**src/mdces_pkg.sv**
```systemverilog
// ----------------------------------------------------------------------------
// Scheduler package
// Constants, codes and handshake structs shared by the scheduler modules.
// ----------------------------------------------------------------------------
`default_nettype none

package mdces_pkg;

  localparam int unsigned AccW   = 32;
  localparam int unsigned ClkW   = 26;
  localparam int unsigned StepsW = 6;

  // actions carried in the input tuser
  localparam logic [1:0] ACT_PUSH  = 2'd0;
  localparam logic [1:0] ACT_VIDEO = 2'd1;
  localparam logic [1:0] ACT_SOUND = 2'd2;
  localparam logic [1:0] ACT_TIMER = 2'd3;

  // configuration register indexes
  localparam logic [1:0] CFG_CPU_HZ      = 2'd0;
  localparam logic [1:0] CFG_TIMER_DELAY = 2'd1;
  localparam logic [1:0] CFG_FRAME_LINES = 2'd2;

  localparam logic [ClkW-1:0] CPU_HZ_RST      = 26'd10000000;
  localparam logic [15:0]     TIMER_DELAY_RST = 16'd0;
  localparam logic [9:0]      FRAME_LINES_RST = 10'd526;

  localparam logic [AccW-1:0] ONE_PERIOD = 32'h0100_0000;
  localparam logic [AccW-1:0] SOUND_RATE = 32'd44100;
  localparam logic [AccW-1:0] TIMER_BASE = 32'd21000000;

  // full-width quotient, and a short run for 11-bit line values
  localparam logic [StepsW-1:0] DIV_STEPS_FULL = 6'd32;
  localparam logic [StepsW-1:0] DIV_STEPS_LINE = 6'd11;

  typedef struct packed {
    logic              start;
    logic [AccW-1:0]   dividend;
    logic [ClkW-1:0]   divisor;
    logic [StepsW-1:0] steps;
  } div_req_t;

  typedef struct packed {
    logic            done;
    logic [AccW-1:0] quo;
    logic [ClkW-1:0] rem;
  } div_rsp_t;

endpackage

`default_nettype wire

```
**src/mdces_div.sv**
```systemverilog
// ----------------------------------------------------------------------------
// Iterative divider
// Restoring divider, one quotient bit per cycle; the dividend is left
// aligned by the caller and the run length sets how many bits are produced.
// ----------------------------------------------------------------------------
`default_nettype none

module mdces_div
  import mdces_pkg::*;
(
  input  logic     clk_i,
  input  logic     rst_ni,
  input  div_req_t req_i,
  output div_rsp_t rsp_o
);

  logic              busy_q, busy_d;
  logic              done_q, done_d;
  logic [StepsW-1:0] cnt_q, cnt_d;
  logic [ClkW-1:0]   rem_q, rem_d;
  logic [AccW-1:0]   quo_q, quo_d;
  logic [ClkW-1:0]   dsr_q, dsr_d;
  logic [ClkW:0]     shifted;
  logic [ClkW+1:0]   trial;

  assign shifted = {rem_q, quo_q[AccW-1]};
  assign trial   = {1'b0, shifted} - {2'b00, dsr_q};

  always_comb begin
    busy_d = busy_q;
    done_d = 1'b0;
    cnt_d  = cnt_q;
    rem_d  = rem_q;
    quo_d  = quo_q;
    dsr_d  = dsr_q;
    if (req_i.start) begin
      busy_d = 1'b1;
      cnt_d  = req_i.steps;
      rem_d  = '0;
      quo_d  = req_i.dividend;
      dsr_d  = req_i.divisor;
    end else if (busy_q) begin
      // no borrow means the divisor fits
      if (!trial[ClkW+1]) begin
        rem_d = trial[ClkW-1:0];
        quo_d = {quo_q[AccW-2:0], 1'b1};
      end else begin
        rem_d = shifted[ClkW-1:0];
        quo_d = {quo_q[AccW-2:0], 1'b0};
      end
      cnt_d = cnt_q - 1'b1;
      if (cnt_q == StepsW'(1)) begin
        busy_d = 1'b0;
        done_d = 1'b1;
      end
    end
  end

  always_ff @(posedge clk_i or negedge rst_ni) begin
    if (!rst_ni) begin
      busy_q <= 1'b0;
      done_q <= 1'b0;
      cnt_q  <= '0;
    end else begin
      busy_q <= busy_d;
      done_q <= done_d;
      cnt_q  <= cnt_d;
    end
  end

  always_ff @(posedge clk_i) begin
    rem_q <= rem_d;
    quo_q <= quo_d;
    dsr_q <= dsr_d;
  end

  assign rsp_o.done = done_q;
  assign rsp_o.quo  = quo_q;
  assign rsp_o.rem  = rem_q;

endmodule

`default_nettype wire

```
**src/mdces_mac.sv**
```systemverilog
// ----------------------------------------------------------------------------
// Multiply-accumulate unit
// Registered c + a*b, wrapping at 32 bits; shared by the accumulator advances of a push.
// ----------------------------------------------------------------------------
`default_nettype none

module mdces_mac
  import mdces_pkg::*;
(
  input  logic            clk_i,
  input  logic [AccW-1:0] a_i,
  input  logic [AccW-1:0] b_i,
  input  logic [AccW-1:0] c_i,
  output logic [AccW-1:0] res_o
);

  logic [AccW-1:0] prod_lo;
  logic [AccW-1:0] res_q, res_d;

  // only the low word of the product is kept
  assign prod_lo = a_i * b_i;
  assign res_d   = c_i + prod_lo;

  always_ff @(posedge clk_i) begin
    res_q <= res_d;
  end

  assign res_o = res_q;

endmodule

`default_nettype wire

```
**src/multi_domain_clock_event_scheduler.sv**
```systemverilog
// ----------------------------------------------------------------------------
// Multi-domain clock event scheduler
// Phase-accumulator divider: cpu cycles advance video, sound and timer
// accumulators; take actions pop one period per event.
// ----------------------------------------------------------------------------
// Usage: items enter on the s_axis channel, tuser holding the action (push
// cycles, take video, take sound, take timer) and tdata the cycle count.
// Every item gives one result on m_axis: tuser is the event flag, tdata the
// line within the half frame, the half-frame index and the raw line.
// Registers are written through cfg_we_i / cfg_idx_i / cfg_data_i while idle;
// the user is bound to this, the block does not enforce it. A push result
// comes from a 32-step divide of the cycle count's low byte by the cpu clock
// rate, run beside the timer rate divide, then four passes through the shared
// multiply-add, then an 11-step line divide. A take result comes from an
// 11-step line divide, after an extra 11-step divide when a video event
// advances the line counter. The divider is the bound; one item is in work
// at once. The result sits in an output register; the next item is taken
// while it waits, and a stalled receiver holds the block only when a second
// result is ready. Reset restores the register defaults and clears the
// control state and accumulators; datapath registers are not reset.
// ----------------------------------------------------------------------------
`default_nettype none

module multi_domain_clock_event_scheduler
  import mdces_pkg::*;
(
  input  logic        clk_i,
  input  logic        rst_ni,
  input  logic        cfg_we_i,
  input  logic [1:0]  cfg_idx_i,
  input  logic [25:0] cfg_data_i,
  input  logic        s_axis_tvalid,
  output logic        s_axis_tready,
  input  logic [15:0] s_axis_tdata,  // cycle_count
  input  logic [1:0]  s_axis_tuser,  // action
  output logic        m_axis_tvalid,
  input  logic        m_axis_tready,
  output logic [23:0] m_axis_tdata,  // line_in_half, half_frame, raw_line, zero pad
  output logic [0:0]  m_axis_tuser   // event_ready
);

  localparam logic [3:0] ST_IDLE  = 4'd0;
  localparam logic [3:0] ST_DIV   = 4'd1;
  localparam logic [3:0] ST_CPU   = 4'd2;
  localparam logic [3:0] ST_FIX   = 4'd3;
  localparam logic [3:0] ST_VID   = 4'd4;
  localparam logic [3:0] ST_SND   = 4'd5;
  localparam logic [3:0] ST_TMR   = 4'd6;
  localparam logic [3:0] ST_TWB   = 4'd7;
  localparam logic [3:0] ST_MOD   = 4'd8;
  localparam logic [3:0] ST_LWAIT = 4'd9;
  localparam logic [3:0] ST_OUT   = 4'd10;

  logic [3:0]      state_q;
  logic [ClkW-1:0] cpu_hz_q;
  logic [15:0]     timer_delay_q;
  logic [9:0]      frame_lines_q;
  logic [AccW-1:0] cpu_q, video_q, sound_q, timer_q;
  logic [9:0]      line_q;
  logic [15:0]     clks_q;
  logic [AccW-1:0] arm_q, tq_q;
  logic            ev_q;
  logic            out_valid_q, out_ev_q;
  logic [8:0]      out_lih_q;
  logic [1:0]      out_hf_q;
  logic [9:0]      out_raw_q;

  logic            in_acc;
  logic [ClkW-1:0] eff_clk;
  logic [9:0]      eff_lines;
  logic [8:0]      half_lines;
  logic [14:0]     line_fac;
  logic [10:0]     line_inc;
  logic [9:0]      line_src;
  logic            line_div;
  logic [AccW-1:0] cpu_fix;
  logic            need_fix;
  logic            out_free;

  div_req_t        div_a_req, div_b_req;
  div_rsp_t        div_a_rsp, div_b_rsp;
  logic [AccW-1:0] mac_a, mac_b, mac_c, mac_res;

  assign s_axis_tready = (state_q == ST_IDLE);
  assign in_acc        = s_axis_tvalid && s_axis_tready;
  assign out_free      = !out_valid_q || m_axis_tready;

  assign eff_clk    = (cpu_hz_q == '0) ? ClkW'(1) : cpu_hz_q;
  assign eff_lines  = (frame_lines_q < 10'd2) ? 10'd2 : frame_lines_q;
  assign half_lines = eff_lines[9:1];
  // lines * 30 as lines*32 - lines*2
  assign line_fac   = {eff_lines, 5'b0} - {4'b0, eff_lines, 1'b0};
  assign line_inc   = {1'b0, line_q} + 11'd1;

  assign cpu_fix  = mac_res + {6'b0, eff_clk};
  assign need_fix = ({8'b0, mac_res[31:24]} != clks_q);

  // divider A: quantization, line wrap and the line split for the result
  always_comb begin
    line_div = 1'b0;
    line_src = line_q;
    div_a_req = '0;
    if (in_acc) begin
      if (s_axis_tuser == ACT_PUSH) begin
        div_a_req.start    = 1'b1;
        div_a_req.dividend = {s_axis_tdata[7:0], 24'b0};
        div_a_req.divisor  = eff_clk;
        div_a_req.steps    = DIV_STEPS_FULL;
      end else if (s_axis_tuser == ACT_VIDEO && video_q[31:24] != '0) begin
        div_a_req.start    = 1'b1;
        div_a_req.dividend = {line_inc, 21'b0};
        div_a_req.divisor  = {16'b0, eff_lines};
        div_a_req.steps    = DIV_STEPS_LINE;
      end else begin
        line_div = 1'b1;
      end
    end else if (state_q == ST_MOD && div_a_rsp.done) begin
      line_div = 1'b1;
      line_src = div_a_rsp.rem[9:0];
    end else if (state_q == ST_TWB) begin
      line_div = 1'b1;
    end
    if (line_div) begin
      div_a_req.start    = 1'b1;
      div_a_req.dividend = {1'b0, line_src, 21'b0};
      div_a_req.divisor  = {17'b0, half_lines};
      div_a_req.steps    = DIV_STEPS_LINE;
    end
  end

  // divider B: timer rate, alongside the quantization
  always_comb begin
    div_b_req = '0;
    if (in_acc && s_axis_tuser == ACT_PUSH) begin
      div_b_req.start    = 1'b1;
      div_b_req.dividend = TIMER_BASE;
      div_b_req.divisor  = {10'b0, timer_delay_q};
      div_b_req.steps    = DIV_STEPS_FULL;
    end
  end

  always_comb begin
    mac_a = arm_q;
    mac_b = '0;
    mac_c = '0;
    unique case (state_q)
      ST_CPU: begin
        mac_b = {6'b0, eff_clk};
        mac_c = cpu_q;
      end
      ST_VID: begin
        mac_b = {17'b0, line_fac};
        mac_c = video_q;
      end
      ST_SND: begin
        mac_b = SOUND_RATE;
        mac_c = sound_q;
      end
      ST_TMR: begin
        mac_b = tq_q;
        mac_c = timer_q;
      end
      default: begin
        mac_b = '0;
        mac_c = '0;
      end
    endcase
  end

  mdces_div u_div_a (
    .clk_i  (clk_i),
    .rst_ni (rst_ni),
    .req_i  (div_a_req),
    .rsp_o  (div_a_rsp)
  );

  mdces_div u_div_b (
    .clk_i  (clk_i),
    .rst_ni (rst_ni),
    .req_i  (div_b_req),
    .rsp_o  (div_b_rsp)
  );

  mdces_mac u_mac (
    .clk_i (clk_i),
    .a_i   (mac_a),
    .b_i   (mac_b),
    .c_i   (mac_c),
    .res_o (mac_res)
  );

  always_ff @(posedge clk_i or negedge rst_ni) begin
    if (!rst_ni) begin
      cpu_hz_q      <= CPU_HZ_RST;
      timer_delay_q <= TIMER_DELAY_RST;
      frame_lines_q <= FRAME_LINES_RST;
    end else if (cfg_we_i) begin
      unique case (cfg_idx_i)
        CFG_CPU_HZ:      cpu_hz_q      <= cfg_data_i;
        CFG_TIMER_DELAY: timer_delay_q <= cfg_data_i[15:0];
        CFG_FRAME_LINES: frame_lines_q <= cfg_data_i[9:0];
        default: ;
      endcase
    end
  end

  always_ff @(posedge clk_i or negedge rst_ni) begin
    if (!rst_ni) begin
      state_q     <= ST_IDLE;
      cpu_q       <= '0;
      video_q     <= '0;
      sound_q     <= '0;
      timer_q     <= '0;
      line_q      <= '0;
      ev_q        <= 1'b0;
      out_valid_q <= 1'b0;
    end else begin
      if (state_q == ST_OUT && out_free) begin
        out_valid_q <= 1'b1;
      end else if (m_axis_tvalid && m_axis_tready) begin
        out_valid_q <= 1'b0;
      end
      unique case (state_q)
        ST_IDLE: begin
          if (in_acc) begin
            unique case (s_axis_tuser)
              ACT_PUSH: begin
                ev_q    <= 1'b0;
                state_q <= ST_DIV;
              end
              ACT_VIDEO: begin
                if (video_q[31:24] != '0) begin
                  video_q <= video_q - ONE_PERIOD;
                  ev_q    <= 1'b1;
                  state_q <= ST_MOD;
                end else begin
                  ev_q    <= 1'b0;
                  state_q <= ST_LWAIT;
                end
              end
              ACT_SOUND: begin
                if (sound_q[31:24] != '0) begin
                  sound_q <= sound_q - ONE_PERIOD;
                end
                ev_q    <= (sound_q[31:24] != '0);
                state_q <= ST_LWAIT;
              end
              ACT_TIMER: begin
                if (timer_q[31:24] != '0) begin
                  timer_q <= timer_q - ONE_PERIOD;
                end
                ev_q    <= (timer_q[31:24] != '0);
                state_q <= ST_LWAIT;
              end
              default: ;
            endcase
          end
        end
        ST_DIV: begin
          if (div_a_rsp.done) begin
            state_q <= ST_CPU;
          end
        end
        ST_CPU: state_q <= ST_FIX;
        ST_FIX: begin
          // remainder drifted off the pushed count: one more quantum
          if (need_fix) begin
            cpu_q <= {8'b0, cpu_fix[23:0]};
          end else begin
            cpu_q <= mac_res;
          end
          state_q <= ST_VID;
        end
        ST_VID: state_q <= ST_SND;
        ST_SND: begin
          video_q <= mac_res;
          state_q <= ST_TMR;
        end
        ST_TMR: begin
          sound_q <= mac_res;
          state_q <= ST_TWB;
        end
        ST_TWB: begin
          if (timer_delay_q != '0) begin
            timer_q <= mac_res;
          end
          state_q <= ST_LWAIT;
        end
        ST_MOD: begin
          if (div_a_rsp.done) begin
            line_q  <= div_a_rsp.rem[9:0];
            state_q <= ST_LWAIT;
          end
        end
        ST_LWAIT: begin
          if (div_a_rsp.done) begin
            state_q <= ST_OUT;
          end
        end
        ST_OUT: begin
          if (out_free) begin
            state_q <= ST_IDLE;
          end
        end
        default: state_q <= ST_IDLE;
      endcase
    end
  end

  // datapath registers without reset
  always_ff @(posedge clk_i) begin
    if (in_acc) begin
      clks_q <= s_axis_tdata;
    end
    if (state_q == ST_DIV && div_a_rsp.done) begin
      arm_q <= div_a_rsp.quo;
      tq_q  <= div_b_rsp.quo;
    end else if (state_q == ST_FIX && need_fix) begin
      arm_q <= arm_q + 32'd1;
    end
    if (state_q == ST_OUT && out_free) begin
      out_ev_q  <= ev_q;
      out_lih_q <= div_a_rsp.rem[8:0];
      out_hf_q  <= div_a_rsp.quo[1:0];
      out_raw_q <= line_q;
    end
  end

  assign m_axis_tvalid = out_valid_q;
  assign m_axis_tuser  = out_ev_q;
  assign m_axis_tdata  = {3'b0, out_raw_q, out_hf_q, out_lih_q};

endmodule

`default_nettype wire

```
**config.mk**
```make
export PLATFORM = sky130hd
export DESIGN_NAME = multi_domain_clock_event_scheduler
export DESIGN_NICKNAME = d
export VERILOG_FILES = /design/src/mdces_pkg.sv /design/src/mdces_div.sv /design/src/mdces_mac.sv /design/src/multi_domain_clock_event_scheduler.sv
export SDC_FILE = /design/constraint.sdc
export NUM_CORES = 2
export LEC_CHECK = 0
export BUFFER_PORTS_ARGS = -buffer_cell sky130_fd_sc_hd__buf_2
export CORE_UTILIZATION = 54
export DETAILED_ROUTE_END_ITERATION = 10
export PLACE_DENSITY_LB_ADDON = 0.2
export SLEW_MARGIN = 0
export SYNTH_ARGS = -nofsm -noshare
export SYNTH_HDL_FRONTEND = slang
export SYNTH_SLANG_ARGS = --single-unit
export TNS_END_PERCENT = 100
```
**constraint.sdc**
```tcl
create_clock -name clk_i -period 17.35 [get_ports clk_i]
set_input_delay 0 -clock clk_i [delete_from_list [all_inputs] [get_ports clk_i]]
set_output_delay 0 -clock clk_i [all_outputs]
set_load 0.01 [all_outputs]
```
## Yosys cells after proc, flatten, opt, wreduce, memory -nomap -nowiden

Index checks and enable logic that the tools add are counted.

| word-level totals | value |
|---|---|
| output and inout port bits | 27 |
| register bits | 513 |

| operators by class | value |
|---|---|
| order comparisons | 1 |
| multipliers | 1 |
| bitwise logic cells | 1 |
| $add $sub $neg | 12 |
| equal/unequal tests | 30 |
| mux-type cells | 65 |
| reductions and logical operators | 36 |

Operator list:

| cell | count |
|---|---|
| 32-bit two-way mux | 17 |
| 65-bit two-way mux | 5 |
| 32-bit one-hot mux with 4 select lines | 2 |
| 32-bit one-hot mux with 2 select lines | 3 |
| 32-bit by 25-bit subtractor with 32-bit output, second input constant | 3 |
| 26-bit two-way mux | 3 |
| 27-bit by 26-bit subtractor with 28-bit output | 2 |
| 4-bit one-hot mux with 11 select lines | 1 |
| 32-bit by 1-bit adder with 32-bit output, second input constant | 1 |
| 32-bit adder | 1 |
| 32-bit by 32-bit multiplier with 32-bit output | 1 |
| 10-bit two-way mux | 3 |
| 26-bit zero test | 1 |
| 24-bit adder | 1 |
| 6-bit two-way mux | 4 |
| 8-bit nonzero test | 3 |
| 2-bit by 1-bit != test with 1-bit output, second input constant | 11 |
| 1-bit two-way mux | 20 |
| 4-bit two-way mux | 5 |
| 4-bit by 3-bit == test with 1-bit output, second input constant | 4 |
| 8-bit by 16-bit != test with 1-bit output | 1 |
| 16-bit nonzero test | 1 |
| 15-bit by 11-bit subtractor with 15-bit output | 1 |
| 2-bit nonzero test | 7 |
| 22 further kinds | 45 |

## Depth between registers and ports, before layout

| logic depth | value |
|---|---|
| depth in word-level cells | 7 |
| mapped depth | 44 |

## Cells and area by module

From an unflattened synthesis, not the netlist that was laid out.

| unflattened totals | value |
|---|---|
| cell total of the unflattened synthesis | 4367 |
| area total of the unflattened synthesis | 43758.2 um^2 |

Modules (own cells, without submodules):

| module | sequential area each (um^2) | area an instance (um^2) | cells each | times used |
|---|---|---|---|---|
| mdces_mac | 640.6 | 17461.7 | 1888 | 1 |
| multi_domain_clock_event_scheduler | 7982.7 | 15879.0 | 1507 | 1 |
| mdces_div at u_div_a | 2462.4 | 5247.5 | 490 | 1 |
| mdces_div at u_div_b | 2462.4 | 5170.0 | 482 | 1 |

## Least setup slack after synthesis

No wires, ideal clock.

| timing | value |
|---|---|
| path kind | register to register |
| from | register frame_lines_q[6] |
| to | register u_mac.res_q[31], in the netlist u_mac.res_o[31] |
| arrival time | 9.688 ns |
| setup time | 0.120 ns |
| period minus slack after synthesis | 9.808 ns |
| stages on the path, launching flop included | 41 |
| setup slack | 7.542 ns |
| required time | 17.230 ns |
| cell sequence | dfrtp_1 -> buf_6 -> or4_4 -> nor2_2 -> a21bo_2 -> inv_2 -> ha_1 -> nor2b_1 -> o211a_1 -> o41a_1 -> a21oi_2 -> o21bai_2 -> a211oi_2 -> xnor2_1 -> o21ai_2 -> clkbuf_1 -> clkbuf_1 -> nand2_1 -> [5 not listed] -> fa_1 -> fa_1 -> fa_1 -> fa_1 -> fa_1 -> xor2_1 -> xnor2_1 -> xnor2_1 -> xnor2_1 -> xnor2_1 -> xnor2_1 -> xnor2_1 -> xnor3_1 -> xnor2_1 -> xnor2_1 -> xor3_1 -> xor2_1 -> xnor2_1 |

| between the ends | value |
|---|---|
| cells in the longest elaborated chain, start to end | 6 |

RTL lines:

| element | RTL line | text |
|---|---|---|
| start: declaration | multi_domain_clock_event_scheduler.sv:57 | `logic [9:0] frame_lines_q;` |
| start signal: assignment | multi_domain_clock_event_scheduler.sv:201 | `CFG_FRAME_LINES: frame_lines_q <= cfg_data_i[9:0];` |
| 10-bit by 2-bit less-than comparator with 1-bit output | multi_domain_clock_event_scheduler.sv:89 | `assign eff_lines = (frame_lines_q < 10'd2) ? 10'd2 : frame_lines_q;` |
| 10-bit two-way mux * | multi_domain_clock_event_scheduler.sv:89 |  |
| 15-bit by 11-bit subtractor with 15-bit output * | multi_domain_clock_event_scheduler.sv:92 | `assign line_fac = {eff_lines, 5'b0} - {4'b0, eff_lines, 1'b0};` |
| 32-bit one-hot mux with 4 select lines * | multi_domain_clock_event_scheduler.sv:146 | `unique case (state_q)` |
| 32-bit by 32-bit multiplier with 32-bit output * | mdces_mac.sv:21 | `assign prod_lo = a_i * b_i;` |
| 32-bit adder * | mdces_mac.sv:22 | `assign res_d = c_i + prod_lo;` |
| net u_mac.res_d[31] | mdces_mac.sv:18 | `logic [AccW-1:0] res_q, res_d;` |
| end signal: assignment | mdces_mac.sv:25 | `res_q <= res_d;` |
| end: declaration | mdces_mac.sv:18 |  |

The timed path passes the listed nets; every way through them passes the cells marked *.
A chain may end at the register's enable or synchronous reset.

## Worst setup path in the final report

Same ends and word-level chain as after synthesis.

==> impl_metrics.tcl <==
set metrics [dict create \
    status "finished clean" \
    nFillCells 6526 \
    antenna_found_initial 5 \
    clock-root-buffer "clkbuf_16" \
    ys_ff_latch 503 \
    cpPeakStageDelay_ns 0.59 \
    areaGrowthSynthToFinish_pct 8.67 \
    die_h_um 279 \
    die_area_um2 77600 \
    dp_hpwl_um 76800 \
    p_switching_mw 1.13 \
    rsz0062_at_grt "no" \
    setup_violations 0 \
    placed_area_um2 42600 \
    start_util_pct 54.5 \
    min-delay-path-class "primary input to async pin" \
    vias_per_cell 5.68 \
    cp_top_family "adder cells" \
    p_comb_share_pct 23.4 \
    grt_pass1_wl_um 173000 \
    swShare_pct 31.2 \
    ios 78 \
    crit_buf_inv 3 \
    p_clk_share_pct 32.0 \
    num_vias 29981 \
    power_density_nw_per_um2 80.6 \
    avgRoutedWirePerCell_um 20.5 \
    cts.htree.levels 2 \
    cts.sinks 503 \
    reg2regPathDepth 37 \
    cts.clk_slew.worst_paths_ns 0.06 \
    final.min_clock_period_ns 10.43 \
    ctsResizeCount 0 \
    syn_inst 4246 \
    yosysSeqAreaShare_pct 32.0 \
    fin_util_pct 59.2 \
    drt_pre_antenna_iters 7 \
    irDropWorstVdd_uv 96.4 \
    routed_wl_um 108000 \
    arrival_ns 10.90 \
    tightest_slew_ns 1.19 \
    synthFlopType "edfxtp_1" \
    crit_slowest_cell "or4_4" \
    relSlewSlack_pct 20.4 \
    drc 0 \
    cts-buffers-inserted 51 \
    synth_cell_types 83 \
    grt_start_max_net_pins 108 \
    cp_max_fo 20 \
    max_freq_mhz 95.9 \
    io_buffers 74 \
    synth_edf_count 208 \
    die_w_um 279 \
    cts_tree "built" \
    core_um2 75800 \
    ant_nets 0 \
    period_share_pct 60.1 \
    synth.cell_area_um2 41300 \
    routabilityCongestion 0.925 \
    reg2reg_from "frame_lines_q[6]" \
    rrSetupSlack_ns 6.92 \
    multi_input_area_um2 25000 \
    p_leak_nw 20.2 \
    overflow 0 \
    setup_tns_ns 0 \
    async_flop_share_pct 41.9 \
    clock_latency_ns 0.61 \
    rows 101 \
    maxCapViolCount 0 \
    power_frac_seq_pct 44.6 \
    yosys_warnings 0 \
    drtIter0Drc 2495 \
    fin_nets 4953 \
    clk_path_buf_depth 3 \
    finalHoldViolCount 0 \
    seqCellArea_um2 13200 \
    drv_slew 0 \
    crit_path_end_kind "flop" \
    worst_slack_ns 6.92 \
    cp_common_cell "xnor2_1" \
    clock_skew_ns 0.0447 \
    grt_pass1_vias 30669 \
    fin_cells 5275 \
    place_ws_ns 7.03 \
    final_layout_size_suffix_gt1_share_pct 8.96 \
    intPower_mw 2.49 \
    grt.total_usage_pct 28.6 \
    crit_type "flop to flop" \
    finalInstanceArea_um2 44900 \
    syn_avg_cell_area_um2 9.73 \
    dpl.cell_count 5125 \
    cp-start-kind "flop" \
    required_ns 17.82 \
    r2r_end "u_mac.res_o[31]" \
]
## registers in the layout, indices dropped and copies added (netlist names), 26 cells and up
name and flops:
arm_q 32, cpu_q 32, sound_q 32, timer_q 32, tq_q 32, u_div_a.quo_q 32
u_div_b.quo_q 32, u_mac.res_o 32, video_q 32, cpu_hz_q 26, u_div_a.dsr_q 26, u_div_a.rem_q 26
u_div_b.rem_q 26
## worst max-delay path by stage
stage                           startpoint              end  cells after the start
final                     frame_lines_q[6]  u_mac.res_o[31]                     37
after global routing      frame_lines_q[6]  u_mac.res_o[31]                     35
after CTS                 frame_lines_q[6]  u_mac.res_o[31]                     37
after detailed placement  frame_lines_q[6]  u_mac.res_o[31]                     37
after global placement    frame_lines_q[6]  u_mac.res_o[31]                     37
after floorplan           frame_lines_q[6]  u_mac.res_o[31]                     40
## per-stage QoR
stage                     hold WS [ns]  total power, mW
final                           0.0208             3.62
after global routing             0.112             3.81
after CTS                       0.0655             3.63
after detailed placement         0.146             2.46
after floorplan                 -0.296             2.23
after global placement           0.150             2.43
## metal layers
metal	GRT usage, %	up-vias	part of all wire [%]
li1	-	13778	-
met1	39.5	14933	43
met2	45.5	1055	46
met3	5.20	215	8.0
met4	9.75	0	3.4
met5	0	-	0
## worst reg2reg max path: cells and delay by family (launching register included)
kind                     cells  cell delay [ns]
AO/OA/AOI/OAI                7             1.29
AND/OR/NAND/NOR              4             1.09
XOR/XNOR                    14             2.87
flip-flops                   1             0.49
buffers and inverters        3             0.39
adder cells (fa/ha/maj)      9             4.13
## cells by family after synthesis
group / count (synthesis) / synth area share, %
fa+ha+maj: 648 / 27.6
other cells: 1 / 0.00907
mux: 127 / 3.41
flops: 503 / 32.0
compound gates: 631 / 9.63
simple gates: 1284 / 15.0
xor+xnor: 209 / 4.62
buf+inv: 843 / 7.76
## cell usage in the layout, fill, tap and decap left out, types with 14 or more instances in the layout
| master | instances |
|---|---|
| inv_1 | 597 |
| nand2_1 | 570 |
| fa_1 | 441 |
| and2_1 | 277 |
| edfxtp_1 | 208 |
| ha_1 | 207 |
| dfrtp_1 | 199 |
| a21oi_1 | 175 |
| o21ai_0 | 164 |
| nor2_1 | 141 |
| xnor2_1 | 132 |
| mux2_2 | 111 |
| a22oi_1 | 89 |
| dfxtp_1 | 84 |
| buf_2 | 73 |
| xor2_1 | 71 |
| and3_1 | 66 |
| buf_4 | 66 |
| dlygate4sd3_1 | 54 |
| clkbuf_16 | 52 |
| nand3_1 | 50 |
| nor3_1 | 42 |
| a21o_1 | 37 |
| nand2b_1 | 34 |
| nor2b_1 | 27 |
| nor4_1 | 25 |
| o21bai_1 | 18 |
| mux2i_1 | 16 |
| a31oi_1 | 14 |
| a22o_1 | 14 |
## cells in the mapped netlist, drive strengths merged (4+ instances only)
master | n | area (um2)
or4 | 4 | 33.8
o211ai | 5 | 37.5
o21ai | 177 | 897
a221o | 5 | 50.1
a31oi | 14 | 87.6
xor2 | 71 | 622
nand2b | 34 | 213
nor4 | 26 | 163
o22ai | 5 | 31.3
edfxtp | 208 | 6250
a22o | 14 | 123
o21a | 11 | 82.6
nor2 | 144 | 543
mux2 | 111 | 1250
and2 | 277 | 1730
o31a | 8 | 70.1
a21o | 37 | 278
nor2b | 27 | 169
a21oi | 177 | 893
o32ai | 4 | 35.0
nand4 | 12 | 75.1
o21bai | 19 | 146
fa | 441 | 8830
a211oi | 10 | 80.1
nand3 | 51 | 255
a221oi | 8 | 70.1
ha | 207 | 2590
a222oi | 8 | 80.1
dfrtp | 199 | 4980
nor3b | 4 | 30.0
nand2 | 571 | 2140
a22oi | 89 | 668
xnor2 | 133 | 1170
dfxtp | 84 | 1680
or2 | 6 | 37.5
nor3 | 44 | 231
a21boi | 12 | 90.1
inv | 600 | 2250
and3 | 66 | 413
or3 | 12 | 75.1
buf | 18 | 110
clkbuf | 223 | 837
dfstp | 12 | 315
mux2i | 16 | 160
## final cells by class
class | instances | area share (%)
Sequential cell | 503 | 29.4
Tap cell | 978 | 2.72
Multi-Input combinational cell | 2902 | 55.7
Inverter | 602 | 5.03
Clock inverter | 25 | 0.708
Antenna cell | 1 | 0.00557
Clock buffer | 70 | 3.23
Timing Repair Buffer | 194 | 3.15
## what timing repair did
action | 4_1_cts | 5_1_grt
hold buffers | 54 | 0
endpoints found under the hold margin | 185 | 0
endpoints found under the setup margin | 0 | 0
setup buffers | 0 | 0
## power by group through the flow
stage	combinational (mW)	clock [mW]	sequential, mW
2_1_floorplan	0.681	0	1.55
6_report	0.846	1.16	1.61
3_3_place_gp	0.803	0	1.63
4_1_cts	0.842	1.18	1.61
3_5_place_dp	0.824	0	1.63
5_1_grt	0.953	1.22	1.63
Power figures use the tool's default switching activity.
